<file path="src/design/pds_pkg.sv">
// Shared widths and control/status types for the proper divisor sum block.
package pds_pkg;

   // Width of the number examined.
   localparam int NUMBER_WIDTH = 16;
   // Width of the reported divisor sum.
   localparam int SUM_WIDTH    = 18;
   // Accumulator width: at least the reported width; the aliquot sum stays below
   // eight times the number for every width up to 32 bits.
   localparam int ACC_WIDTH    = (NUMBER_WIDTH + 3 > SUM_WIDTH) ? NUMBER_WIDTH + 3 : SUM_WIDTH;
   // Step counter of the serial remainder unit.
   localparam int STEP_WIDTH   = $clog2(NUMBER_WIDTH) + 1;

   // Command from the sequencer to the remainder unit.
   typedef struct packed {
      logic start;
   } rem_ctrl_type;

   // Status from the remainder unit to the sequencer.
   typedef struct packed {
      logic done;
      logic is_zero;
   } rem_status_type;

endpackage

</file>
<file path="src/design/pds_rem_unit.sv">
// Serial restoring remainder unit: one dividend bit per cycle.
module pds_rem_unit (
   input  logic                                  clock,
   input  logic                                  reset,
   input  pds_pkg::rem_ctrl_type                 ctrl,
   input  logic [pds_pkg::NUMBER_WIDTH-1:0]      dividend,
   input  logic [pds_pkg::NUMBER_WIDTH-1:0]      divisor,
   output pds_pkg::rem_status_type               status
);
   import pds_pkg::*;

   localparam logic [STEP_WIDTH-1:0] LAST_STEP = STEP_WIDTH'(NUMBER_WIDTH - 1);

   logic                    run_ff,  run_in;
   logic                    done_ff, done_in;
   logic [STEP_WIDTH-1:0]   step_ff, step_in;
   logic [NUMBER_WIDTH-1:0] rem_ff,  rem_in;
   logic [NUMBER_WIDTH-1:0] shift_ff, shift_in;
   logic [NUMBER_WIDTH-1:0] divisor_ff, divisor_in;
   logic [NUMBER_WIDTH:0]   trial;

   // One restoring step: shift in the next dividend bit, subtract if it fits.
   always_comb begin
      run_in     = run_ff;
      done_in    = 1'b0;
      step_in    = step_ff;
      rem_in     = rem_ff;
      shift_in   = shift_ff;
      divisor_in = divisor_ff;
      trial      = {rem_ff, shift_ff[NUMBER_WIDTH-1]};
      if (ctrl.start) begin
         run_in     = 1'b1;
         step_in    = '0;
         rem_in     = '0;
         shift_in   = dividend;
         divisor_in = divisor;
      end else if (run_ff) begin
         if (trial >= {1'b0, divisor_ff}) begin
            rem_in = NUMBER_WIDTH'(trial - {1'b0, divisor_ff});
         end else begin
            rem_in = trial[NUMBER_WIDTH-1:0];
         end
         shift_in = {shift_ff[NUMBER_WIDTH-2:0], 1'b0};
         step_in  = step_ff + 1'b1;
         if (step_ff == LAST_STEP) begin
            run_in  = 1'b0;
            done_in = 1'b1;
         end
      end
   end

   // Control state and the partial remainder with reset; shift and divisor registers without.
   always_ff @(posedge clock) begin
      if (reset) begin
         run_ff  <= 1'b0;
         done_ff <= 1'b0;
         step_ff <= '0;
         rem_ff  <= '0;
      end else begin
         run_ff  <= run_in;
         done_ff <= done_in;
         step_ff <= step_in;
         rem_ff  <= rem_in;
      end
      shift_ff   <= shift_in;
      divisor_ff <= divisor_in;
   end

   assign status.done    = done_ff;
   assign status.is_zero = (rem_ff == '0);

   // The partial remainder stays below a nonzero divisor while running.
   a_rem_bound: assert property (@(posedge clock) disable iff (reset)
      (run_ff && !$past(ctrl.start) && divisor_ff != '0) |-> (rem_ff < divisor_ff))
      else $error("partial remainder not below divisor");

   // The last step raises done in the next cycle and stops the unit.
   a_last_step: assert property (@(posedge clock) disable iff (reset)
      (run_ff && !ctrl.start && step_ff == LAST_STEP) |=> (done_ff && !run_ff))
      else $error("remainder unit did not finish after last step");

   // Done is a single pulse that never overlaps running.
   a_done_idle: assert property (@(posedge clock) disable iff (reset)
      done_ff |-> !run_ff)
      else $error("done raised while running");

endmodule

</file>
<file path="src/design/proper_divisor_sum.sv">
// Top level: sequencer that sums proper divisors using the shared remainder unit.
//
// Takes one 16-bit number per item when start is high and busy is low, and
// returns the sum of its proper divisors and a perfect-number flag on a
// one-cycle rsp_valid strobe; the receiver cannot stall, so the result must be
// captured in that cycle. Every candidate from 1 to number/2 is tested in turn
// by a single serial remainder unit, one dividend bit per cycle; busy stays high
// until the result is returned.
module proper_divisor_sum (
   input  logic                              clock,
   input  logic                              reset,
   input  logic                              start,
   output logic                              busy,
   input  logic [pds_pkg::NUMBER_WIDTH-1:0]  req_number,
   output logic                              rsp_valid,
   output logic [pds_pkg::SUM_WIDTH-1:0]     rsp_divisor_sum,
   output logic                              rsp_is_perfect
);
   import pds_pkg::*;

   typedef enum logic [1:0] {
      S_IDLE,
      S_CHECK,
      S_WAIT
   } state_type;

   state_type               state_ff;
   logic [NUMBER_WIDTH-1:0] number_ff;
   logic [NUMBER_WIDTH-1:0] cand_ff;
   logic [ACC_WIDTH-1:0]    acc_ff;
   logic                    rsp_valid_ff;
   logic [SUM_WIDTH-1:0]    rsp_sum_ff;
   logic                    rsp_perfect_ff;

   rem_ctrl_type            rem_ctrl;
   rem_status_type          rem_status;
   logic                    cand_past_half;

   // Shared remainder unit: number mod candidate.
   pds_rem_unit u_rem (
      .clock    (clock),
      .reset    (reset),
      .ctrl     (rem_ctrl),
      .dividend (number_ff),
      .divisor  (cand_ff),
      .status   (rem_status)
   );

   // No divisor of n other than n lies above n/2.
   assign cand_past_half = (cand_ff > (number_ff >> 1));
   assign rem_ctrl.start = (state_ff == S_CHECK) && !cand_past_half;

   // Sequencer: state and registered result.
   always_ff @(posedge clock) begin
      if (reset) begin
         state_ff     <= S_IDLE;
         rsp_valid_ff <= 1'b0;
         cand_ff      <= '0;
         acc_ff       <= '0;
      end else begin
         rsp_valid_ff <= 1'b0;
         case (state_ff)
            S_IDLE: begin
               if (start) begin
                  number_ff <= req_number;
                  cand_ff   <= NUMBER_WIDTH'(1);
                  acc_ff    <= '0;
                  state_ff  <= S_CHECK;
               end
            end
            S_CHECK: begin
               if (cand_past_half) begin
                  rsp_valid_ff   <= 1'b1;
                  rsp_sum_ff     <= acc_ff[SUM_WIDTH-1:0];
                  rsp_perfect_ff <= (number_ff != '0) && (acc_ff == ACC_WIDTH'(number_ff));
                  cand_ff        <= '0;
                  state_ff       <= S_IDLE;
               end else begin
                  state_ff <= S_WAIT;
               end
            end
            S_WAIT: begin
               if (rem_status.done) begin
                  if (rem_status.is_zero) begin
                     acc_ff <= acc_ff + ACC_WIDTH'(cand_ff);
                  end
                  cand_ff  <= cand_ff + 1'b1;
                  state_ff <= S_CHECK;
               end
            end
            default: begin
               state_ff <= S_IDLE;
            end
         endcase
      end
   end

   assign busy            = (state_ff != S_IDLE);
   assign rsp_valid       = rsp_valid_ff;
   assign rsp_divisor_sum = rsp_sum_ff;
   assign rsp_is_perfect  = rsp_perfect_ff;

   // A result only follows the final candidate check.
   a_rsp_after_check: assert property (@(posedge clock) disable iff (reset)
      rsp_valid |-> ($past(state_ff) == S_CHECK && state_ff == S_IDLE))
      else $error("result strobe outside end of scan");

   // Zero is never reported perfect.
   a_zero_not_perfect: assert property (@(posedge clock) disable iff (reset)
      (rsp_valid && rsp_is_perfect) |-> (number_ff != '0))
      else $error("zero flagged perfect");

   // Candidates in flight never reach the number itself.
   a_cand_proper: assert property (@(posedge clock) disable iff (reset)
      (state_ff == S_WAIT) |-> (cand_ff != '0 && cand_ff < number_ff))
      else $error("candidate outside proper divisor range");

   // The remainder unit is only started from the check state.
   a_start_once: assert property (@(posedge clock) disable iff (reset)
      rem_ctrl.start |=> (state_ff == S_WAIT && !rem_status.done))
      else $error("remainder start out of sequence");

endmodule

</file>
<file path="config.mk">
export PLATFORM = sky130hd
export DESIGN_NAME = proper_divisor_sum
export DESIGN_NICKNAME = d
export VERILOG_FILES = /design/src/design/pds_pkg.sv /design/src/design/pds_rem_unit.sv /design/src/design/proper_divisor_sum.sv
export SDC_FILE = /design/constraint.sdc
export NUM_CORES = 1
export LEC_CHECK = 0
export BUFFER_PORTS_ARGS = -buffer_cell sky130_fd_sc_hd__buf_2
export CORE_MARGIN = 2
export CORE_UTILIZATION = 66
export CTS_CLUSTER_DIAMETER = 150
export DETAILED_ROUTE_END_ITERATION = 6
export PLACE_DENSITY = 0.94
export SETUP_SLACK_MARGIN = 0.1
export SYNTH_ARGS = -nofsm -noshare
export SYNTH_HDL_FRONTEND = slang
export SYNTH_HIERARCHICAL = 1
export SYNTH_SLANG_ARGS = --single-unit
export TNS_END_PERCENT = 50
</file>
<file path="constraint.sdc">
create_clock -name clock -period 5.8 [get_ports clock]
set_clock_uncertainty 0.05 [all_clocks]
set_input_delay 0.58 -clock clock [delete_from_list [all_inputs] [get_ports clock]]
set_output_delay 0.58 -clock clock [all_outputs]
set_load 0.05 [all_outputs]
</file>
### Word level (Yosys, flattened, before mapping)

Cells that the tools add are included.
W data, S select, Z words.

* register bits: 128
* input bits: 19
* output and inout bits: 21
* word-level logic and storage cells: 68

* bitwise logic cells: 3
* equality and inequality tests: 8
* reduce and logical (&&, ||, !) cells: 18
* muxes and demuxes: 20
* order comparisons: 2
* $add $sub $neg: 4

Operators by type and width (number)
* $mux W16: 6
* $mux W19: 3
* $pmux W16 S3: 1
* $pmux W19 S2: 1
* $add A19 B16 Y19: 1
* $eq A19 B16 Y1: 1
* $ge A17 B16 Y1: 1
* $add A16 B1 Y16 const B: 1
* $gt A16 B15 Y1: 1
* $logic_not A16 Y1: 1
* $reduce_bool A16 Y1: 1
* $sub A16 B16 Y16: 1
* $reduce_and A4 Y1: 2
* $mux W2: 3
* $ne A2 B2 Y1 const B: 3
* $pmux W2 S3: 1
* $reduce_and A3 Y1: 2
* $reduce_bool A2 Y1: 3
* $add A5 B1 Y5 const B: 1
* $eq A5 B4 Y1 const B: 1
* $mux W1: 5
* $reduce_or A2 Y1: 2
* $not A1 Y1: 3
* $reduce_bool A3 Y1: 1
* 8 further kinds: 9

### Depth between registers and ports, before layout

* word-level depth: 4
* mapped depth: 12
* mapped depth without buffers: 11

### Cells and area by module

Netlist, hierarchy kept.

Modules (own cells, without submodules)
* proper_divisor_sum: times used 1, cells an instance 422, sequential area each 1811.7 um^2, area each 4209.0 um^2
* pds_rem_unit: times used 1, cells an instance 290, sequential area each 1421.4 um^2, area each 3085.5 um^2

### Worst setup path before layout

No wires, ideal clock.

* path kind: reg2reg
* start: reg number_ff[15]
* end: reg u_rem.shift_ff[0] (enable)
* data required time: 5.416 ns
* path buffers: 2
* setup slack: 1.855 ns
* stages on the path, launching flop included: 11
* period minus slack after synthesis: 3.945 ns
* arrival: 3.561 ns
* path through: edfxtp_1 -> inv_1 -> ha_1 -> a211o_2 -> a31oi_1 -> o21ai_0 -> o31a_4 -> nor2_1 -> clkbuf_1 -> clkbuf_1 -> or2_2

* longest elaborated chain between the ends: 4

RTL lines
* from (decl): line proper_divisor_sum.sv:28 `logic [NUMBER_WIDTH-1:0] number_ff;`
* from (signal assigned): line proper_divisor_sum.sv:65 `number_ff <= req_number;`
* $gt A16 B15 Y1: line proper_divisor_sum.sv:50 `assign cand_past_half = (cand_ff > (number_ff >> 1));`
* $logic_not A1 Y1: line proper_divisor_sum.sv:51 `assign rem_ctrl.start = (state_ff == S_CHECK) && !cand_past_half;`
* $logic_and A1 B1 Y1: line proper_divisor_sum.sv:51
* via rem_ctrl: line proper_divisor_sum.sv:35 `rem_ctrl_type rem_ctrl;`
* $reduce_bool A2 Y1 (no source line)
* to (signal assigned): line pds_rem_unit.sv:65 `shift_ff <= shift_in;`
* to (decl): line pds_rem_unit.sv:18 `logic [NUMBER_WIDTH-1:0] shift_ff, shift_in;`

The timed path passes the listed nets, and every way through them passes these cells.
A chain may end at the register's enable or synchronous reset.

### Worst setup path after layout

* start: reg number_ff[14]
* end: reg u_rem.rem_ff[0]

* longest elaborated chain between the ends: 4

RTL lines
* $gt A16 B15 Y1: line proper_divisor_sum.sv:50
* $logic_not A1 Y1: line proper_divisor_sum.sv:51
* $logic_and A1 B1 Y1: line proper_divisor_sum.sv:51
* via rem_ctrl: line proper_divisor_sum.sv:35
* $reduce_or A2 Y1 (no source line)
* to (signal assigned): line pds_rem_unit.sv:63 `rem_ff <= rem_in;`
* to (decl): line pds_rem_unit.sv:17 `logic [NUMBER_WIDTH-1:0] rem_ff, rem_in;`

The timed path passes the listed nets, and every way through them passes these cells.

==> summary.md <==
| Metric | Value |
|---|---|
| Status | `finished, final reports clean` |
| Die height | `109.1 µm` |
| Required @ worst endpoint | `between 6000 and 7000 ps` |
| DRT Pass-1 Iters | `5` |
| Post-synthesis register bit count | `128` |
| I/O Buffers | `39` |
| # IOs | `40` |
| CTS clock-pin slew for the worst setup and hold paths | `~60 ps` |
| Worst-margin pin slew | `roughly 1200 ps` |
| Worst skew pair latency | `540 ps` |
| First-pass GRT wire length | `~31 mm` |
| Antenna fix cells | `0` |
| Initial DRC Count | `approximately 870` |
| Die area | `11910 µm²` |
| Syn Area/Cell | `about 10 µm²` |
| Sequential fraction of the synthesis area | `0.4432` |
| CTS Sinks | `~130` |
| Setup TNS Final | `0 ps` |
| Area growth, synth to finish | `11.20%` |
| Fmax | `about 270 MHz` |
| Pin count of the biggest net entering global routing | `38` |
| Synthesized area | `approximately 7300 µm²` |
| Async S/R FF share, synth | `0` |
| Antenna Nets Post-Route | `0` |
| Post-Synthesis Cells | `712` |
| R2R depth | `11` |
| Static leakage | `roughly 3.4 nW` |
| Storage cell area | `about 3200 µm²` |
| Multi-input gate area | `3749 µm²` |
| CTS tree | `built` |
| Gr usage total | `0.3425` |
| Clk Tree Root Cell | `clkbuf_8` |
| Most common cell after layout, fill and taps aside | `edfxtp_1` |
| Vias | `approximately 6200` |
| Resize count post-CTS | `0` |
| Crit path kind | `reg2reg` |
| Worst r2r src | `number_ff[14]$_DFFE_PP_` |
| H-tree depth | `4` |
| EDFF count, synth | `67` |
| Core ar. | `approximately 11000 µm²` |
| Final hold violations | `0` |
| RSZ-0062 raised after global routing | `no` |
| Final Power | `about 3.5 mW` |
| Fill cells | `~670` |
| VDD IR max | `roughly 320 µV` |
| Normalized max-slew margin | `0.1696` |
| Final setup viols | `0` |
| Setup bufs post-CTS | `0` |
| Share of layout cells above drive strength 1 | `0.1488` |
| Vias in the first global route | `5838` |
| Initial Util | `0.6759` |
| Post-Route WL | `just under 20 mm` |
| Final Critical Period | `3720 ps` |
| Initial antenna violation count | `0` |
| Floorplan row count | `38` |
| Hold Crit Class | `in2reg` |
| R2R Setup Slk | `2080 ps` |
| Synthesized Nets | `787` |
| Synth Flop Type | `edfxtp_1` |
| Period Utilization, post-route | `0.6415` |
| Num CTS Buffers | `17` |
| Pwr Density | `about 430 nW/µm²` |
| Nets@finish | `~830` |
| Commonest non-fill, non-tap cells in the layout | `67 x edfxtp_1, 61 x dfxtp_1, 59 x a21oi_1` |
| Reg2Reg Capture Point | `u_rem/rem_ff[0]$_SDFFE_PP0P_` |
| CTS Hold Bufs | `0` |
| Die width | `between 100 and 150 µm` |
| Distinct cell type count after synthesis | `slightly below 80` |
| Top sig layer | `met4` |
| Grt ovf | `0` |
| Hold path endpoint | `number_ff[8]$_DFFE_PP_` |
| Hold Startpoint | `req_number[8]` |
| Average vias per placed instance | `between 6 and 7` |
| Max-cap violations | `0` |
| Startpoint types | `flop` |
| Worst EP arrival | `roughly 4100 ps` |
| Met1 Wirelength | `7.232 mm` |
| Placer Congestion | `roughly 0.96` |
| WL met2 | `roughly 9.4 mm` |
| DRC errors left | `0` |
| Yosys Warn Count | `6` |
| Clock tree buffer depth | `2` |
| Wirelength per Cell | `roughly 21 µm` |
| Max Slew Vio Count | `0` |
| DPL Wire Length | `12.77 mm` |
| Crit end category | `flop` |
| Hold Path Cell Cnt | `1` |
| Critical Path Fanout Max | `37` |
| DR WL met3 | `roughly 1.9 mm` |
-- worst max path at each step --
stage          cells past startpoint               startpoint  slack, ps                         endpoint
2_1_floorplan                     10  number_ff[15]$_DFFE_PP_       1860  u_rem/shift_ff[0]$_SDFFCE_PN0P_
3_3_place_gp                      12  number_ff[15]$_DFFE_PP_       2460    u_rem/rem_ff[14]$_SDFFE_PP0P_
3_5_place_dp                      11  number_ff[15]$_DFFE_PP_       2230     u_rem/rem_ff[0]$_SDFFE_PP0P_
4_1_cts                           11  number_ff[15]$_DFFE_PP_       2190     u_rem/rem_ff[0]$_SDFFE_PP0P_
5_1_grt                           11  number_ff[15]$_DFFE_PP_       1920     u_rem/rem_ff[7]$_SDFFE_PP0P_
6_report                          11  number_ff[14]$_DFFE_PP_       2080     u_rem/rem_ff[0]$_SDFFE_PP0P_
-- stage by stage --
step           setup slack, ps  hold slack [ps]  instance area [µm²]  cells  utilization
3_3_place_gp              2457            414.1                 7566    874       0.7010
2_1_floorplan             1855            406.3                 7295    712            -
5_1_grt                   1925            147.2                 8112    906       0.7516
4_1_cts                   2194            150.9                 8112    906       0.7516
6_report                  2080            163.7                 8112    906       0.7516
3_5_place_dp              2232            424.2                 7566    874       0.7010
-- synth_stat cells, drive strengths merged, types with 10 or more instances --
cell / n / area (µm²)
a21o: 10 / 75.07
a31oi: 11 / 83.83
nand3: 21 / 105.1
mux2: 17 / 195.2
nor2: 47 / 176.4
o21ai: 41 / 216.5
clkbuf: 11 / 41.29
dfxtp: 61 / 1221
a21oi: 61 / 312.8
ha: 54 / 675.7
inv: 53 / 198.9
xor2: 23 / 201.4
mux2i: 10 / 100.1
edfxtp: 67 / 2012
nand4: 13 / 87.58
nor4: 20 / 152.6
nand2: 42 / 157.7
xnor2: 18 / 157.7
-- metal layers --
| layer | vias up | global-route usage |
|---|---|---|
| met5 | - | 0 |
| met4 | 0 | 0.1511 |
| met3 | 97 | 0.09504 |
| met2 | 427 | 0.5652 |
| met1 | 2913 | 0.4185 |
| li1 | 2747 | - |
-- worst max-delay path: stages, from the launching register on --
cell      delay (ps)
edfxtp_1         450
inv_1            100
ha_1             370
nand4b_4         150
nor4_4           310
a21boi_2         210
o31a_4           210
nor2_2            40
buf_4            270
nor2_1           990
o21ai_0          300
a21oi_2          200
-- power breakdown --
group	internal (mW)	switching, mW
clock	0.579	0.411
sequential	1.17	0.118
combinational	0.442	0.740
-- cell type report --
type                       instances  share of cell area
multi-input combinational        512              0.4621
sequential                       128              0.3986
clock buffer                      19             0.05322
timing repair buffer              41             0.02591
inverter                          53             0.02453
tap                              140             0.02159
clock inverter                    13             0.01404
-- registers in the layout, summed over array words and instances (netlist names) --
| signal | cells |
|---|---|
| u_rem/step_ff | 5 |
| u_rem/done_ff | 1 |
| u_rem/divisor_ff | 16 |
| u_rem/shift_ff | 16 |
| acc_ff | 19 |
| number_ff | 16 |
| rsp_valid | 1 |
| u_rem/run_ff | 1 |
| u_rem/rem_ff | 16 |
| rsp_is_perfect | 1 |
| cand_ff | 16 |
| state_ff | 2 |
| rsp_divisor_sum | 18 |
-- cell families after synthesis --
logic type               count (synthesis)  share of synthesized area
AND/OR/NAND/NOR                        203                     0.1511
AO/OA/AOI/OAI                          185                     0.1746
flip-flops                             128                     0.4432
buffers and inverters                   72                    0.04322
adder cells (fa/ha/maj)                 56                    0.09811
XOR/XNOR                                41                    0.04923
multiplexers                            27                    0.04048
No activity file was read; power rests on OpenSTA's default activity.
